$ cat src/sv/jfbq_pkg.sv
package jfbq_pkg;

  localparam int CountW  = 16;
  localparam int FluxW   = 12;
  localparam int HoldW   = 16;
  localparam int ThreshW = 12;
  localparam int InDataW = 32;
  localparam int OutDataW = 8;
  localparam int AddrW   = 4;

  localparam logic [HoldW-1:0]   HoldGameReset  = 16'd150;
  localparam logic [HoldW-1:0]   HoldMenuReset  = 16'd1;
  localparam logic [ThreshW-1:0] ThresholdReset = 12'd10;

  localparam logic [1:0] RegHoldGame  = 2'd0;
  localparam logic [1:0] RegHoldMenu  = 2'd1;
  localparam logic [1:0] RegThreshold = 2'd2;

  typedef struct packed {
    logic [HoldW-1:0]   hold_ticks_game;
    logic [HoldW-1:0]   hold_ticks_menu;
    logic [ThreshW-1:0] press_threshold;
  } cfg_t;

  typedef struct packed {
    logic pressed_down;
    logic turned_right;
    logic turned_left;
  } result_t;

endpackage

$ cat src/sv/jfbq_cfg.sv
module jfbq_cfg
  import jfbq_pkg::*;
(
  input  logic             clk,
  input  logic             rst,
  input  logic             psel,
  input  logic             penable,
  input  logic             pwrite,
  input  logic [AddrW-1:0] paddr,
  input  logic [31:0]      pwdata,
  output logic [31:0]      prdata,
  output logic             pready,
  output cfg_t             cfg
);

  logic       wr_en;
  logic [1:0] reg_index;

  assign pready    = 1'b1;
  assign wr_en     = psel && penable && pwrite;
  assign reg_index = paddr[3:2];

  always_ff @(posedge clk) begin
    if (rst) begin
      cfg.hold_ticks_game <= HoldGameReset;
      cfg.hold_ticks_menu <= HoldMenuReset;
      cfg.press_threshold <= ThresholdReset;
    end else if (wr_en) begin
      unique case (reg_index)
        RegHoldGame:  cfg.hold_ticks_game <= pwdata[HoldW-1:0];
        RegHoldMenu:  cfg.hold_ticks_menu <= pwdata[HoldW-1:0];
        RegThreshold: cfg.press_threshold <= pwdata[ThreshW-1:0];
        default: ;
      endcase
    end
  end

  always_comb begin
    unique case (reg_index)
      RegHoldGame:  prdata = {16'd0, cfg.hold_ticks_game};
      RegHoldMenu:  prdata = {16'd0, cfg.hold_ticks_menu};
      RegThreshold: prdata = {20'd0, cfg.press_threshold};
      default:      prdata = 32'd0;
    endcase
  end

endmodule

$ cat src/sv/jfbq_core.sv
module jfbq_core
  import jfbq_pkg::*;
(
  input  logic              clk,
  input  logic              rst,
  input  cfg_t              cfg,
  input  logic              accept,
  input  logic [CountW-1:0] encoder_count,
  input  logic [FluxW-1:0]  flux_z,
  input  logic              menu_active,
  output result_t           result
);

  logic [CountW-1:0]  last_count;
  logic [HoldW-1:0]   left_hold;
  logic [HoldW-1:0]   right_hold;
  logic [FluxW-1:0]   flux_reference;
  logic               reference_taken;

  logic [CountW-1:0]  last_count_next;
  logic [HoldW-1:0]   left_hold_next;
  logic [HoldW-1:0]   right_hold_next;
  logic [FluxW-1:0]   flux_reference_next;
  logic [CountW-1:0]  diff;
  logic [HoldW-1:0]   period;
  logic [HoldW-1:0]   left_dec;
  logic [HoldW-1:0]   right_dec;
  logic signed [FluxW:0] delta;
  logic [FluxW:0]     delta_abs;

  assign diff      = encoder_count - last_count;
  assign period    = menu_active ? cfg.hold_ticks_menu : cfg.hold_ticks_game;
  assign left_dec  = (left_hold != '0) ? left_hold - 1'b1 : '0;
  assign right_dec = (right_hold != '0) ? right_hold - 1'b1 : '0;

  always_comb begin
    last_count_next = last_count;
    left_hold_next  = left_dec;
    right_hold_next = right_dec;
    if (diff[CountW-1]) begin
      last_count_next = encoder_count;
      left_hold_next  = period;
    end else if (diff != '0) begin
      last_count_next = encoder_count;
      right_hold_next = period;
    end
  end

  assign flux_reference_next = reference_taken ? flux_reference : flux_z;
  assign delta = $signed({flux_reference_next[FluxW-1], flux_reference_next})
               - $signed({flux_z[FluxW-1], flux_z});
  assign delta_abs = delta[FluxW] ? -delta : delta;

  always_ff @(posedge clk) begin
    if (rst) begin
      last_count      <= '0;
      left_hold       <= '0;
      right_hold      <= '0;
      flux_reference  <= '0;
      reference_taken <= 1'b0;
    end else if (accept) begin
      last_count      <= last_count_next;
      left_hold       <= left_hold_next;
      right_hold      <= right_hold_next;
      flux_reference  <= flux_reference_next;
      reference_taken <= 1'b1;
    end
  end

  assign result.turned_left  = left_hold_next != '0;
  assign result.turned_right = right_hold_next != '0;
  assign result.pressed_down = delta_abs >= {1'b0, cfg.press_threshold};

endmodule

$ cat src/sv/jfbq_obuf.sv
module jfbq_obuf
  import jfbq_pkg::*;
(
  input  logic    clk,
  input  logic    rst,
  input  logic    push,
  input  result_t din,
  output logic    room,
  output logic    head_valid,
  input  logic    pop_ready,
  output result_t head
);

  result_t skid;
  logic    skid_valid;
  logic    pop;

  assign pop  = head_valid && pop_ready;
  assign room = !skid_valid;

  always_ff @(posedge clk) begin
    if (rst) begin
      head_valid <= 1'b0;
      skid_valid <= 1'b0;
    end else if (pop && skid_valid) begin
      head       <= skid;
      skid       <= din;
      skid_valid <= push;
    end else if (pop) begin
      head       <= din;
      head_valid <= push;
    end else if (push && !head_valid) begin
      head       <= din;
      head_valid <= 1'b1;
    end else if (push) begin
      skid       <= din;
      skid_valid <= 1'b1;
    end
  end

endmodule

$ cat src/sv/jogwheel_and_flux_button_qualifier.sv
// Jog wheel and flux button qualifier.
// Input stream: one tick sample per item (encoder count, z flux, menu bit).
// Output stream: one result item per input item (left, right, pressed flags).
// Configuration: APB port, hold period for game and menu and press threshold,
// which the user must write only while the block is idle; the block itself
// does not enforce this. Reads return the register value.
// Throughput: one item per cycle while s_tready is high; the encoder difference,
// hold counters and flux compare all resolve combinationally from stored state.
// A result register plus one skid entry follow the logic, so an item is still
// taken while one result waits; s_tready drops only once both are full, and
// rises again the cycle after the receiver takes a result.
// Reset: synchronous, active high. Clears the stored count, both hold counters
// and the flux reference, restores register defaults and empties the output.
// The first sample after reset sets the flux reference.
module jogwheel_and_flux_button_qualifier
  import jfbq_pkg::*;
(
  input  logic                clk,
  input  logic                rst,
  input  logic                s_tvalid,
  output logic                s_tready,
  // [15:0] encoder_count, [27:16] flux_z, [28] menu_active, rest zero
  input  logic [InDataW-1:0]  s_tdata,
  output logic                m_tvalid,
  input  logic                m_tready,
  // [0] turned_left, [1] turned_right, [2] pressed_down, rest zero
  output logic [OutDataW-1:0] m_tdata,
  input  logic                psel,
  input  logic                penable,
  input  logic                pwrite,
  input  logic [AddrW-1:0]    paddr,
  input  logic [31:0]         pwdata,
  output logic [31:0]         prdata,
  output logic                pready
);

  cfg_t    cfg;
  result_t result;
  result_t head;
  logic    accept;

  assign accept = s_tvalid && s_tready;

  jfbq_cfg u_cfg (
    .clk     (clk),
    .rst     (rst),
    .psel    (psel),
    .penable (penable),
    .pwrite  (pwrite),
    .paddr   (paddr),
    .pwdata  (pwdata),
    .prdata  (prdata),
    .pready  (pready),
    .cfg     (cfg)
  );

  jfbq_core u_core (
    .clk           (clk),
    .rst           (rst),
    .cfg           (cfg),
    .accept        (accept),
    .encoder_count (s_tdata[15:0]),
    .flux_z        (s_tdata[27:16]),
    .menu_active   (s_tdata[28]),
    .result        (result)
  );

  jfbq_obuf u_obuf (
    .clk        (clk),
    .rst        (rst),
    .push       (accept),
    .din        (result),
    .room       (s_tready),
    .head_valid (m_tvalid),
    .pop_ready  (m_tready),
    .head       (head)
  );

  assign m_tdata = {5'd0, head.pressed_down, head.turned_right, head.turned_left};

endmodule

$ cat config.mk
export PLATFORM = sky130hd
export DESIGN_NAME = jogwheel_and_flux_button_qualifier
export DESIGN_NICKNAME = d
export VERILOG_FILES = /design/src/sv/jfbq_pkg.sv /design/src/sv/jfbq_cfg.sv /design/src/sv/jfbq_core.sv /design/src/sv/jfbq_obuf.sv /design/src/sv/jogwheel_and_flux_button_qualifier.sv
export SDC_FILE = /design/constraint.sdc
export NUM_CORES = 1
export LEC_CHECK = 0
export BUFFER_PORTS_ARGS = -buffer_cell sky130_fd_sc_hd__buf_4
export CAP_MARGIN = 20
export CORE_MARGIN = 8
export CORE_UTILIZATION = 28
export CTS_CLUSTER_DIAMETER = 30
export DETAILED_ROUTE_END_ITERATION = 7
export RECOVER_POWER = 50
export SETUP_SLACK_MARGIN = 0.15
export SLEW_MARGIN = 20
export SYNTH_ARGS = -nofsm -noshare
export SYNTH_HDL_FRONTEND = slang
export SYNTH_SLANG_ARGS = --single-unit
$ cat constraint.sdc
create_clock -name clk -period 5.14 [get_ports clk]
set_input_delay 1.028 -clock clk [delete_from_list [all_inputs] [get_ports clk]]
set_output_delay 1.028 -clock clk [all_outputs]
set_load 0.05 [all_outputs]
==> flow_summary.json, run 1 <==
{
  "power_frac_seq_pct": 29.5,
  "gp_congestion": 0.861,
  "relSlewSlack_pct": -32.8,
  "coreArea_um2": 28600,
  "place_ws_ps": -317,
  "syn_to_final_growth_pct": 19.8,
  "grt_max_degree": 89,
  "drtIter0Drc": 502,
  "setup_violations": 0,
  "startpoint": "s_tdata[16]",
  "die-area_um2": 34700,
  "ys_warn_count": 0,
  "first_pass_iters": 5,
  "crit_path_end_kind": "flip-flop",
  "final.setup_skew_ps": 9.99,
  "reg2reg_depth": 21,
  "ys_types": 78,
  "synth_compound_gate_area_share_pct": 18.4,
  "num_vias": 7612,
  "final_layout_size_suffix_gt1_share_pct": 16.0,
  "tightest_slew_ps": 1990,
  "holdWs_ps": 466,
  "status": "finished with violations",
  "start_kind": "primary input",
  "syn_inst": 1066,
  "drc_errors": 0,
  "n_antenna_cell": 0,
  "overflow": 0,
  "max_freq_mhz": 208,
  "timing.rr.start": "u_core.reference_taken",
  "io_buffers": 74,
  "grt_setup_unrepaired": "no",
  "multi_input_area_um2": 5330,
  "grt_pass1_vias": 7215,
  "powerDensity_nw_per_um2": 349,
  "clk_pin_slew_ps": 60,
  "die_height_um": 186,
  "pin_count": 118,
  "dp_hpwl_um": 17500,
  "drt_wl_total_um": 24000,
  "initial_core_util_pct": 28.4,
  "slew_violations": 127,
  "worstPathRequired_ps": 5310,
  "crit_arrival_ps": 4970,
  "path_class": "in2reg",
  "setup_tns_ps": 0,
  "ir_drop_v": 0.000236,
  "synth_top_family_by_area": "simple AND/OR/NAND/NOR gates",
  "cts_tree": "built",
  "violations": "capacitance limit, slew limit",
  "synth_ff_type": "dfxtp_1",
  "p_total_w": 0.00340,
  "dpl_cell_area_um2": 9090,
  "finalCritPeriodShare_pct": 93.4,
  "yosys.area_share.simple_pct": 25.1,
  "combPwrFrac_pct": 35.6,
  "synth_enable_flop_cells": 6,
  "synth-seq-cells": 113,
  "clk_latency_ps": 430,
  "cp_max_fo": 4,
  "hp-class": "reg2reg",
  "syn_area_um2": 8130,
  "postCtsHoldBufs": 0,
  "clk_path_buf_depth": 2,
  "cts_buffers": 17,
  "seq_area_um2": 2320,
  "grt_usage_pct": 13.6,
  "antenna_found_initial": 0,
  "min_from": "u_cfg.cfg[31]",
  "synth_xor_xnor_area_share_pct": 4.40,
  "hold_viol_final": 0,
  "power_frac_clock_pct": 34.9,
  "leakage_nw": 3.88,
  "ant_nets": 0,
  "cts-root-buf": "clkbuf_16",
  "die_x_um": 186,
  "syn_avg_cell_area_um2": 7.62,
  "wire_per_inst_um": 15.7,
  "postLayoutSetupSlackWorst_ps": 339,
  "synthMuxAreaShare_pct": 8.27,
  "synth-adder-area-share_pct": 6.96,
  "clock-sinks": 113,
  "hold_depth": 2,
  "fin_area_um2": 9740,
  "routed_via_density": 4.97,
  "swShare_pct": 36.1,
  "power.switching_w": 0.00123,
  "synth-async-reset-ratio_pct": 0,
  "cap_viol_max_count": 2,
  "nets": 1253,
  "grt_pass1_wl_um": 39200,
  "period_minus_slack_ps": 4800,
  "synth_seq_area_share_pct": 28.6,
  "fillCellCount": 3020,
  "htree_levels": 4,
  "rows": 62,
  "p_int_w": 0.00218
}
-- repair_timing --
action,4_1_cts,5_1_grt
gates cloned,0,0
pin swaps,0,17
buffers inserted,0,4
gates resized for setup,3,13
setup endpoints to repair,1,2
-- critical path, stage by stage --
cell	delay, ps
buf_4	120
mux2i_4	140
ha_2	210
inv_2	40
fa_2	340
a21o_1	190
a211oi_2	240
nor2b_2	80
o41ai_2	270
nor2_1	110
a211oi_2	260
a21oi_2	140
mux2_4	330
ha_4	210
a21o_1	140
a21oi_1	120
o21ai_1	90
a21oi_2	170
o21ai_2	70
a221oi_2	280
o31ai_2	140
mux2_4	270
-- registers in the layout, summed over array words and instances, names as in the netlist --
register	flops
u_cfg.cfg	44
u_core.right_hold	16
u_core.left_hold	16
u_core.last_count	16
u_obuf.head	3
u_obuf.skid_valid	1
u_obuf.skid	3
u_core.flux_reference	12
u_obuf.head_valid	1
u_core.reference_taken	1
-- power by group through the flow --
stage | Combinational, W | Clock [W] | Sequential (W)
2_1_floorplan | 0.000899 | 0 | 0.00101
3_3_place_gp | 0.00113 | 0 | 0.00102
3_5_place_dp | 0.00115 | 0 | 0.00102
4_1_cts | 0.00117 | 0.00121 | 0.00100
5_1_grt | 0.00134 | 0.00125 | 0.00101
6_report | 0.00121 | 0.00119 | 0.00100
-- per-layer routing --
metal,up-vias,part of all wire (%),global-route usage [%]
met4,0,1.2,3.82
met1,3542,47,17.7
met2,187,47,22.3
li1,3861,-,-
met3,22,4.9,2.82
met5,-,0,0
-- placed cells by master, fill, tap and decap left out, types with 6 or more instances in the layout --
cell type  Yosys  routed
nor3_1        43      42
mux2i_1       48      47
nor4_1        10       9
mux2_2        17      15
nor2b_1       11       9
clkbuf_16      0      17
dfxtp_1      107     107
nor2_1       104     102
o21ai_0       58      54
a31oi_1       11      11
nand3_1       24      24
ha_1          42      40
clkbuf_1      45       9
buf_4         23      96
nand2b_1      13      13
o211ai_1      10      10
conb_1         2      22
inv_1         63      62
or3_1         17      17
xnor2_1       26      26
nand2_1      159     159
xor2_1        13      13
a211oi_1      14      13
edfxtp_1       6       6
and2_1         6       6
nor3b_1        6       6
a311oi_1       7       7
a21oi_1       70      67
-- kinds of logic after synthesis --
kind of cell               Yosys count
AOI/OAI and AO/OA                  231
other                                2
adders and majority gates           44
xor gates and xnor gates            40
muxes                               65
and+or+nand+nor                    429
buffers and inverters              142
DFF                                113
-- synthesized netlist by cell type (11+ instances only) --
library cell | n | area (um^2)
nand2_1 | 159 | 597
dfxtp_1 | 107 | 2140
nor2_1 | 104 | 390
a21oi_1 | 70 | 350
inv_1 | 63 | 236
o21ai_0 | 58 | 290
mux2i_1 | 48 | 480
clkbuf_1 | 45 | 169
nor3_1 | 43 | 215
ha_1 | 42 | 526
xnor2_1 | 26 | 228
nand3_1 | 24 | 120
buf_4 | 23 | 173
mux2_2 | 17 | 191
or3_1 | 17 | 106
a211oi_1 | 14 | 105
nand2b_1 | 13 | 81.3
xor2_1 | 13 | 114
a31oi_1 | 11 | 68.8
nor2b_1 | 11 | 68.8
-- area by class of cell --
type | instances | share of cell area, %
clock buffers | 18 | 4.51
inverters | 63 | 2.43
flip-flops and latches | 113 | 23.8
multi-input cells | 831 | 54.7
clock inverters | 14 | 1.57
repair buffers | 108 | 7.99
well taps | 384 | 4.93
-- metrics by stage --
step                      util, %  cells
after detailed placement     31.8   1495
after global routing         34.0   1531
after floorplan                 -   1086
after CTS                    33.9   1527
final                        34.0   1531
after global placement       31.8   1495
-- worst paths after layout --
check,to,slack (ps)
setup / recovery,u_obuf.head[2],340
hold / removal,u_cfg.cfg[31],470
setup reg to reg,u_obuf.head[2],550
hold reg to reg,u_cfg.cfg[31],470
Power figures use the tool's default switching activity.
==> run 2, diff against run 1 <==
--- a/config.mk
+++ b/config.mk
@@ -9,8 +9,10 @@
 export CAP_MARGIN = 20
 export CORE_MARGIN = 8
 export CORE_UTILIZATION = 28
+export CTS_BUF_LIST = sky130_fd_sc_hd__clkbuf_8
 export CTS_CLUSTER_DIAMETER = 30
 export DETAILED_ROUTE_END_ITERATION = 7
+export GPL_ROUTABILITY_DRIVEN = 0
 export RECOVER_POWER = 50
 export SETUP_SLACK_MARGIN = 0.15
 export SLEW_MARGIN = 20
==> run 2 against run 1 <==
Non-clock buffer count fell by 1. Critical path depth increased by 1. Largest cell class unchanged. Routed wire length fell by 0.51%. The flow still finishes with violations (capacitance limit, slew limit). Die area did not move.
==> flow_summary.json, run 2 (same netlist as run 1, synthesis figures left out) <==
{
  "met1_length_um": 11300,
  "clk_pin_slew_ps": 70,
  "overflow": 0,
  "cts_tree": "built",
  "hp-class": "reg2reg",
  "slew_violations": 127,
  "grt_max_degree": 89,
  "dp.cells": 1495,
  "drc_errors": 0,
  "dpl_cell_area_um2": 9090,
  "clock-sinks": 113,
  "critPathTopFamily": "compound AO/OA/AOI/OAI gates",
  "finalCritPeriodShare_pct": 93.4,
  "cp_cell_sequence": "buf_4, mux2i_4, ha_2, inv_2, fa_2, a21o_1, a211oi_2, nor2b_2, o41ai_2, nor2_1, a211oi_2, a21oi_2, buf_4, nor2_2, xor2_1, ha_1, a21oi_1, o21ai_1, a21oi_2, o21ai_2, a221oi_2, o31ai_2, mux2_4",
  "combPwrFrac_pct": 39.1,
  "path_class": "in2reg",
  "first_pass_iters": 6,
  "max_stage_delay_ps": 340,
  "tightest_slew_ps": 2010,
  "swShare_pct": 38.4,
  "start_kind": "primary input",
  "fin_area_um2": 9530,
  "die_x_um": 186,
  "dp_hpwl_um": 17500,
  "critPathCapture": "u_obuf.head[2]",
  "nets": 1252,
  "postCtsHoldBufs": 0,
  "grt_pass1_vias": 7216,
  "clk_path_buf_depth": 2,
  "cts_buffers": 17,
  "slowest_stage": "fa_2",
  "layout_commonest_cell": "nand2_1",
  "crit_arrival_ps": 5000,
  "stdcell_count": 1530,
  "met2_length_um": 11300,
  "wire_per_inst_um": 15.6,
  "largest_reg_flops": 44,
  "startpoint": "s_tdata[16]",
  "max_freq_mhz": 208,
  "relSlewSlack_pct": -33.8,
  "antenna_found_initial": 0,
  "ir_drop_v": 0.000165,
  "grt_usage_pct": 13.6,
  "crit_path_end_kind": "flip-flop",
  "rows": 62,
  "status": "finished with violations",
  "largest_register": "u_cfg.cfg",
  "cp_num_cells": 23,
  "path_buf_inv": 3,
  "setup_violations": 0,
  "grt_pass1_wl_um": 39100,
  "route.met3.wl_um": 950,
  "routed_via_density": 4.93,
  "final.setup_skew_ps": 14.7,
  "p_int_w": 0.00189,
  "clk_latency_ps": 460,
  "final_layout_size_suffix_gt1_share_pct": 15.8,
  "timing.rr.start": "u_core.reference_taken",
  "grt_setup_unrepaired": "no",
  "syn_to_final_growth_pct": 17.3,
  "period_minus_slack_ps": 4800,
  "pin_count": 118,
  "worstPathRequired_ps": 5340,
  "ant_nets": 0,
  "die-area_um2": 34700,
  "power_frac_seq_pct": 32.7,
  "initial_core_util_pct": 28.4,
  "cts-root-buf": "clkbuf_8",
  "io_buffers": 74,
  "reg2reg_slack_ps": 480,
  "final_cell_mix": "nand2_1, dfxtp_1, nor2_1",
  "htree_levels": 4,
  "leakage_nw": 3.78,
  "fillCellCount": 3056,
  "power.switching_w": 0.00118,
  "n_antenna_cell": 0,
  "powerDensity_nw_per_um2": 322,
  "top_layer": "met4",
  "power_frac_clock_pct": 28.2,
  "coreArea_um2": 28600,
  "cap_viol_max_count": 2,
  "drtIter0Drc": 467,
  "hold_viol_final": 0,
  "drt_wl_total_um": 23900,
  "violations": "capacitance limit, slew limit",
  "die_height_um": 186,
  "cp_max_fo": 4,
  "r2r_end": "u_obuf.head[2]",
  "reg2reg_depth": 22,
  "num_vias": 7550
}
## run 2: tightest hold or removal path, cell delays in order (launching register included)
cell     delay, ps
dfxtp_1        320
nand2_1         50
a21oi_1         50
## run 2: layout make-up
cell class | instances | area, um^2 | area share [%]
flip-flops and latches | 113 | 2320 | 24.4
clock buffers | 18 | 248 | 2.60
repair buffers | 107 | 774 | 8.13
clock inverters | 14 | 153 | 1.60
multi-input cells | 831 | 5320 | 55.8
well taps | 384 | 480 | 5.04
inverters | 63 | 236 | 2.48
## run 2: how the worst min path moves through the flow
stage | from | to | cells after the start
floorplan | u_cfg.cfg[13] | u_cfg.cfg[13] | 2
global placement | u_cfg.cfg[17] | u_cfg.cfg[17] | 2
detailed placement | u_cfg.cfg[31] | u_cfg.cfg[31] | 2
CTS | u_cfg.cfg[31] | u_cfg.cfg[31] | 2
global route | u_cfg.cfg[40] | u_cfg.cfg[40] | 2
finish | u_cfg.cfg[27] | u_cfg.cfg[27] | 2
## run 2: power groups by stage
| stage | clock (W) | combinational [W] | sequential [W] |
|---|---|---|---|
| 5_1_grt | 0.000925 | 0.00133 | 0.00101 |
| 3_5_place_dp | 0 | 0.00115 | 0.00102 |
| 3_3_place_gp | 0 | 0.00113 | 0.00102 |
| 6_report | 0.000864 | 0.00120 | 0.00100 |
| 4_1_cts | 0.000884 | 0.00116 | 0.00100 |
| 2_1_floorplan | 0 | 0.000899 | 0.00101 |
## run 2: metrics by stage
step | util (%) | total power, W | hold WS (ps) | setup TNS (ps) | setup WS [ps]
final | 33.3 | 0.00307 | 471 | 0 | 342
after global routing | 33.3 | 0.00327 | 490 | 0 | 166
after CTS | 33.2 | 0.00304 | 472 | 0 | 179
after detailed placement | 31.8 | 0.00217 | 457 | -383 | -317
after global placement | 31.8 | 0.00215 | 456 | -272 | -259
after floorplan | - | 0.00191 | 446 | 0 | 13.1
## run 2: what timing repair did
item | CTS | global route
pin swaps | 0 | 15
endpoints found under the setup margin | 1 | 2
setup buffers | 0 | 3
resized for setup | 1 | 13
## run 2: routing by layer
metal	up-vias	GRT usage (%)
met2	154	22.1
met1	3519	17.7
met5	-	0
li1	3858	-
met4	0	4.25
met3	19	2.72
==> run 3, diff against run 2 <==
--- a/config.mk
+++ b/config.mk
@@ -5,14 +5,18 @@
 export SDC_FILE = /design/constraint.sdc
 export NUM_CORES = 1
 export LEC_CHECK = 0
+export ABC_AREA = 1
 export BUFFER_PORTS_ARGS = -buffer_cell sky130_fd_sc_hd__buf_4
 export CAP_MARGIN = 20
-export CORE_MARGIN = 8
+export CELL_PAD_IN_SITES_DETAIL_PLACEMENT = 0
+export CELL_PAD_IN_SITES_GLOBAL_PLACEMENT = 1
+export CORE_MARGIN = 2
 export CORE_UTILIZATION = 28
 export CTS_BUF_LIST = sky130_fd_sc_hd__clkbuf_8
 export CTS_CLUSTER_DIAMETER = 30
 export DETAILED_ROUTE_END_ITERATION = 7
 export GPL_ROUTABILITY_DRIVEN = 0
+export PLACE_DENSITY_LB_ADDON = 0.1
 export RECOVER_POWER = 50
 export SETUP_SLACK_MARGIN = 0.15
 export SLEW_MARGIN = 20
==> run 3 against run 2 <==
Critical path type unchanged. Clock power up 6.7%. The run still ends with capacitance limit, slew limit left. Largest power group unchanged. Worst hold slack worse by 11 ps. Cell area down 3.2%. Sequential share of layout area up 0.80 points. Critical path depth up 10. Combinational power down 16%.
==> flow_summary.json, run 3 <==
{
  "cp_max_fo": 6,
  "slowest_stage": "fa_1",
  "clk_latency_ps": 450,
  "path_class": "in2reg",
  "synth_seq_area_share_pct": 29.0,
  "syn_avg_cell_area_um2": 6.41,
  "postCtsHoldBufs": 0,
  "status": "finished with violations",
  "postCtsSetupBuffers": 0,
  "ant_nets": 0,
  "setup_violations": 0,
  "yosys-top-cells-area": "dfxtp_1, nand2_1, inv_1",
  "synth_ff_type": "dfxtp_1",
  "grt_pass1_vias": 7403,
  "rows": 61,
  "dpl_cell_area_um2": 8840,
  "first_pass_iters": 7,
  "final.setup_skew_ps": 15.9,
  "relSlewSlack_pct": -70.2,
  "syn_inst": 1248,
  "clk_pin_slew_ps": 90,
  "start_kind": "primary input",
  "synth_top_area_share_pct": 26.8,
  "post_cts_resized": 0,
  "largest_register": "u_cfg.cfg",
  "period_minus_slack_ps": 4350,
  "max_freq_mhz": 230,
  "hold_viol_final": 0,
  "ys_warn_count": 0,
  "worstPathRequired_ps": 5350,
  "initial_core_util_pct": 28.6,
  "pin_count": 118,
  "layout_commonest_cell": "nand2_1",
  "dp_hpwl_um": 17800,
  "grt_max_degree": 72,
  "final_cell_mix": "nand2_1, inv_1, nor2_1",
  "ys_types": 46,
  "grt_setup_unrepaired": "no",
  "slew_violations": 56,
  "cts_tree": "built",
  "clk_path_buf_depth": 2,
  "drc_errors": 0,
  "fin_area_um2": 9230,
  "cts-root-buf": "clkbuf_8",
  "cts_buffers": 17,
  "nets": 1426,
  "crit_arrival_ps": 4560,
  "cap_viol_max_count": 1,
  "powerDensity_nw_per_um2": 316,
  "crit_path_end_kind": "flip-flop",
  "synth_enable_flop_cells": 6,
  "syn_area_um2": 8000,
  "coreArea_um2": 27900,
  "finalCritPeriodShare_pct": 84.6,
  "leakage_nw": 4.47,
  "die_x_um": 173,
  "clock-sinks": 113,
  "netlist_top_cells_count": "nand2_1, inv_1, nor2_1",
  "synth-seq-cells": 113,
  "synth-async-reset-ratio_pct": 0,
  "io_buffers": 74,
  "final_layout_size_suffix_gt1_share_pct": 10.7,
  "die-area_um2": 29900,
  "die_height_um": 173,
  "setup_tns_ps": 0,
  "violations": "capacitance limit, slew limit",
  "wire_per_inst_um": 13.9,
  "drtIter0Drc": 374,
  "hp-class": "reg2reg",
  "max_stage_delay_ps": 400,
  "routed_via_density": 4.47,
  "place_ws_ps": 274,
  "n_antenna_cell": 0,
  "tightest_slew_ps": 2550,
  "num_vias": 7592,
  "htree_levels": 4,
  "antenna_found_initial": 0,
  "synth.most_common_cell": "nand2_1",
  "yosysTopAreaCell": "dfxtp_1",
  "syn_to_final_growth_pct": 15.4,
  "overflow": 0,
  "drt_wl_total_um": 23600,
  "grt_pass1_wl_um": 39000,
  "ir_drop_v": 0.000125,
  "cpMostUsedCell": "nand2_1",
  "postLayoutSetupSlackWorst_ps": 790,
  "grt_usage_pct": 16.1,
  "largest_reg_flops": 44
}
[run 3: changes by cell type in the layout (fill, tap and decap cells not counted), moves of 17 or more]
cell     change
buf_4       -18
inv_1      +135
mux2i_1     -46
nand2_1     +93
nand3_1     +32
nor2_1      +54
nor3_1      -33
o21ai_0     +73
or3_1       -17
xnor2_1     -19
xor2_1      +20
[run 3: worst max-delay path: cells and delay by family]
kind            cells  cell delay (ps)
simple gates       18             1530
fa+ha+maj           3              820
compound gates      8              700
mux                 1              160
buf+inv             3              340
[run 3: cells by family after synthesis]
| logic type | share of synthesized area (%) |
|---|---|
| xor+xnor | 4.38 |
| buf+inv | 14.1 |
| fa+ha+maj | 7.07 |
| simple gates | 27.0 |
| other cells | 0.0939 |
| compound gates | 18.2 |
| flops | 29.0 |
| mux | 0.125 |
[run 3: layer usage]
layer | global-route usage (%) | routed length [um] | vias up | share of wire [%]
met3 | 3.01 | 693 | 12 | 2.9
met2 | 26.7 | 10800 | 101 | 46
met4 | 3.78 | 257 | 0 | 1.1
met5 | 0 | 0 | - | 0
met1 | 21.7 | 11900 | 3397 | 50
li1 | - | - | 4082 | -
[run 3: metrics by stage]
step                instances  utilization, %  total power [W]  hold slack (ps)
floorplan                1268               -          0.00178              433
global placement         1666            31.7          0.00203              450
detailed placement       1666            31.7          0.00203              453
CTS                      1698            33.2          0.00297              465
global route             1698            33.0          0.00315              489
finish                   1698            33.0          0.00292              461
[run 3: power breakdown]
part | leakage (nW) | switching (W) | internal, W | total [W]
Combinational | 3.33 | 0.000659 | 0.000354 | 0.00101
Sequential | 0.933 | 0.0000394 | 0.000942 | 0.000982
Clock | 0.209 | 0.000436 | 0.000486 | 0.000922
Total | 4.47 | 0.00113 | 0.00178 | 0.00292
[run 3: final cells by class]
type | instances | area (um^2)
multi-input cells | 884 | 4630
repair buffers | 86 | 612
clock buffers | 17 | 234
flip-flops and latches | 113 | 2320
fillers | 3192 | 18700
clock inverters | 15 | 184
inverters | 205 | 771
well taps | 378 | 473
[run 3: worst paths after layout]
path                     endpoint  slack [ps]              startpoint  cells after the start
max                u_obuf.head[2]         790             s_tdata[16]                     33
max reg2reg        u_obuf.head[2]         890  u_core.reference_taken                     32
min          u_core.last_count[7]         460    u_core.last_count[7]                      2
min reg2reg  u_core.last_count[7]         460    u_core.last_count[7]                      2
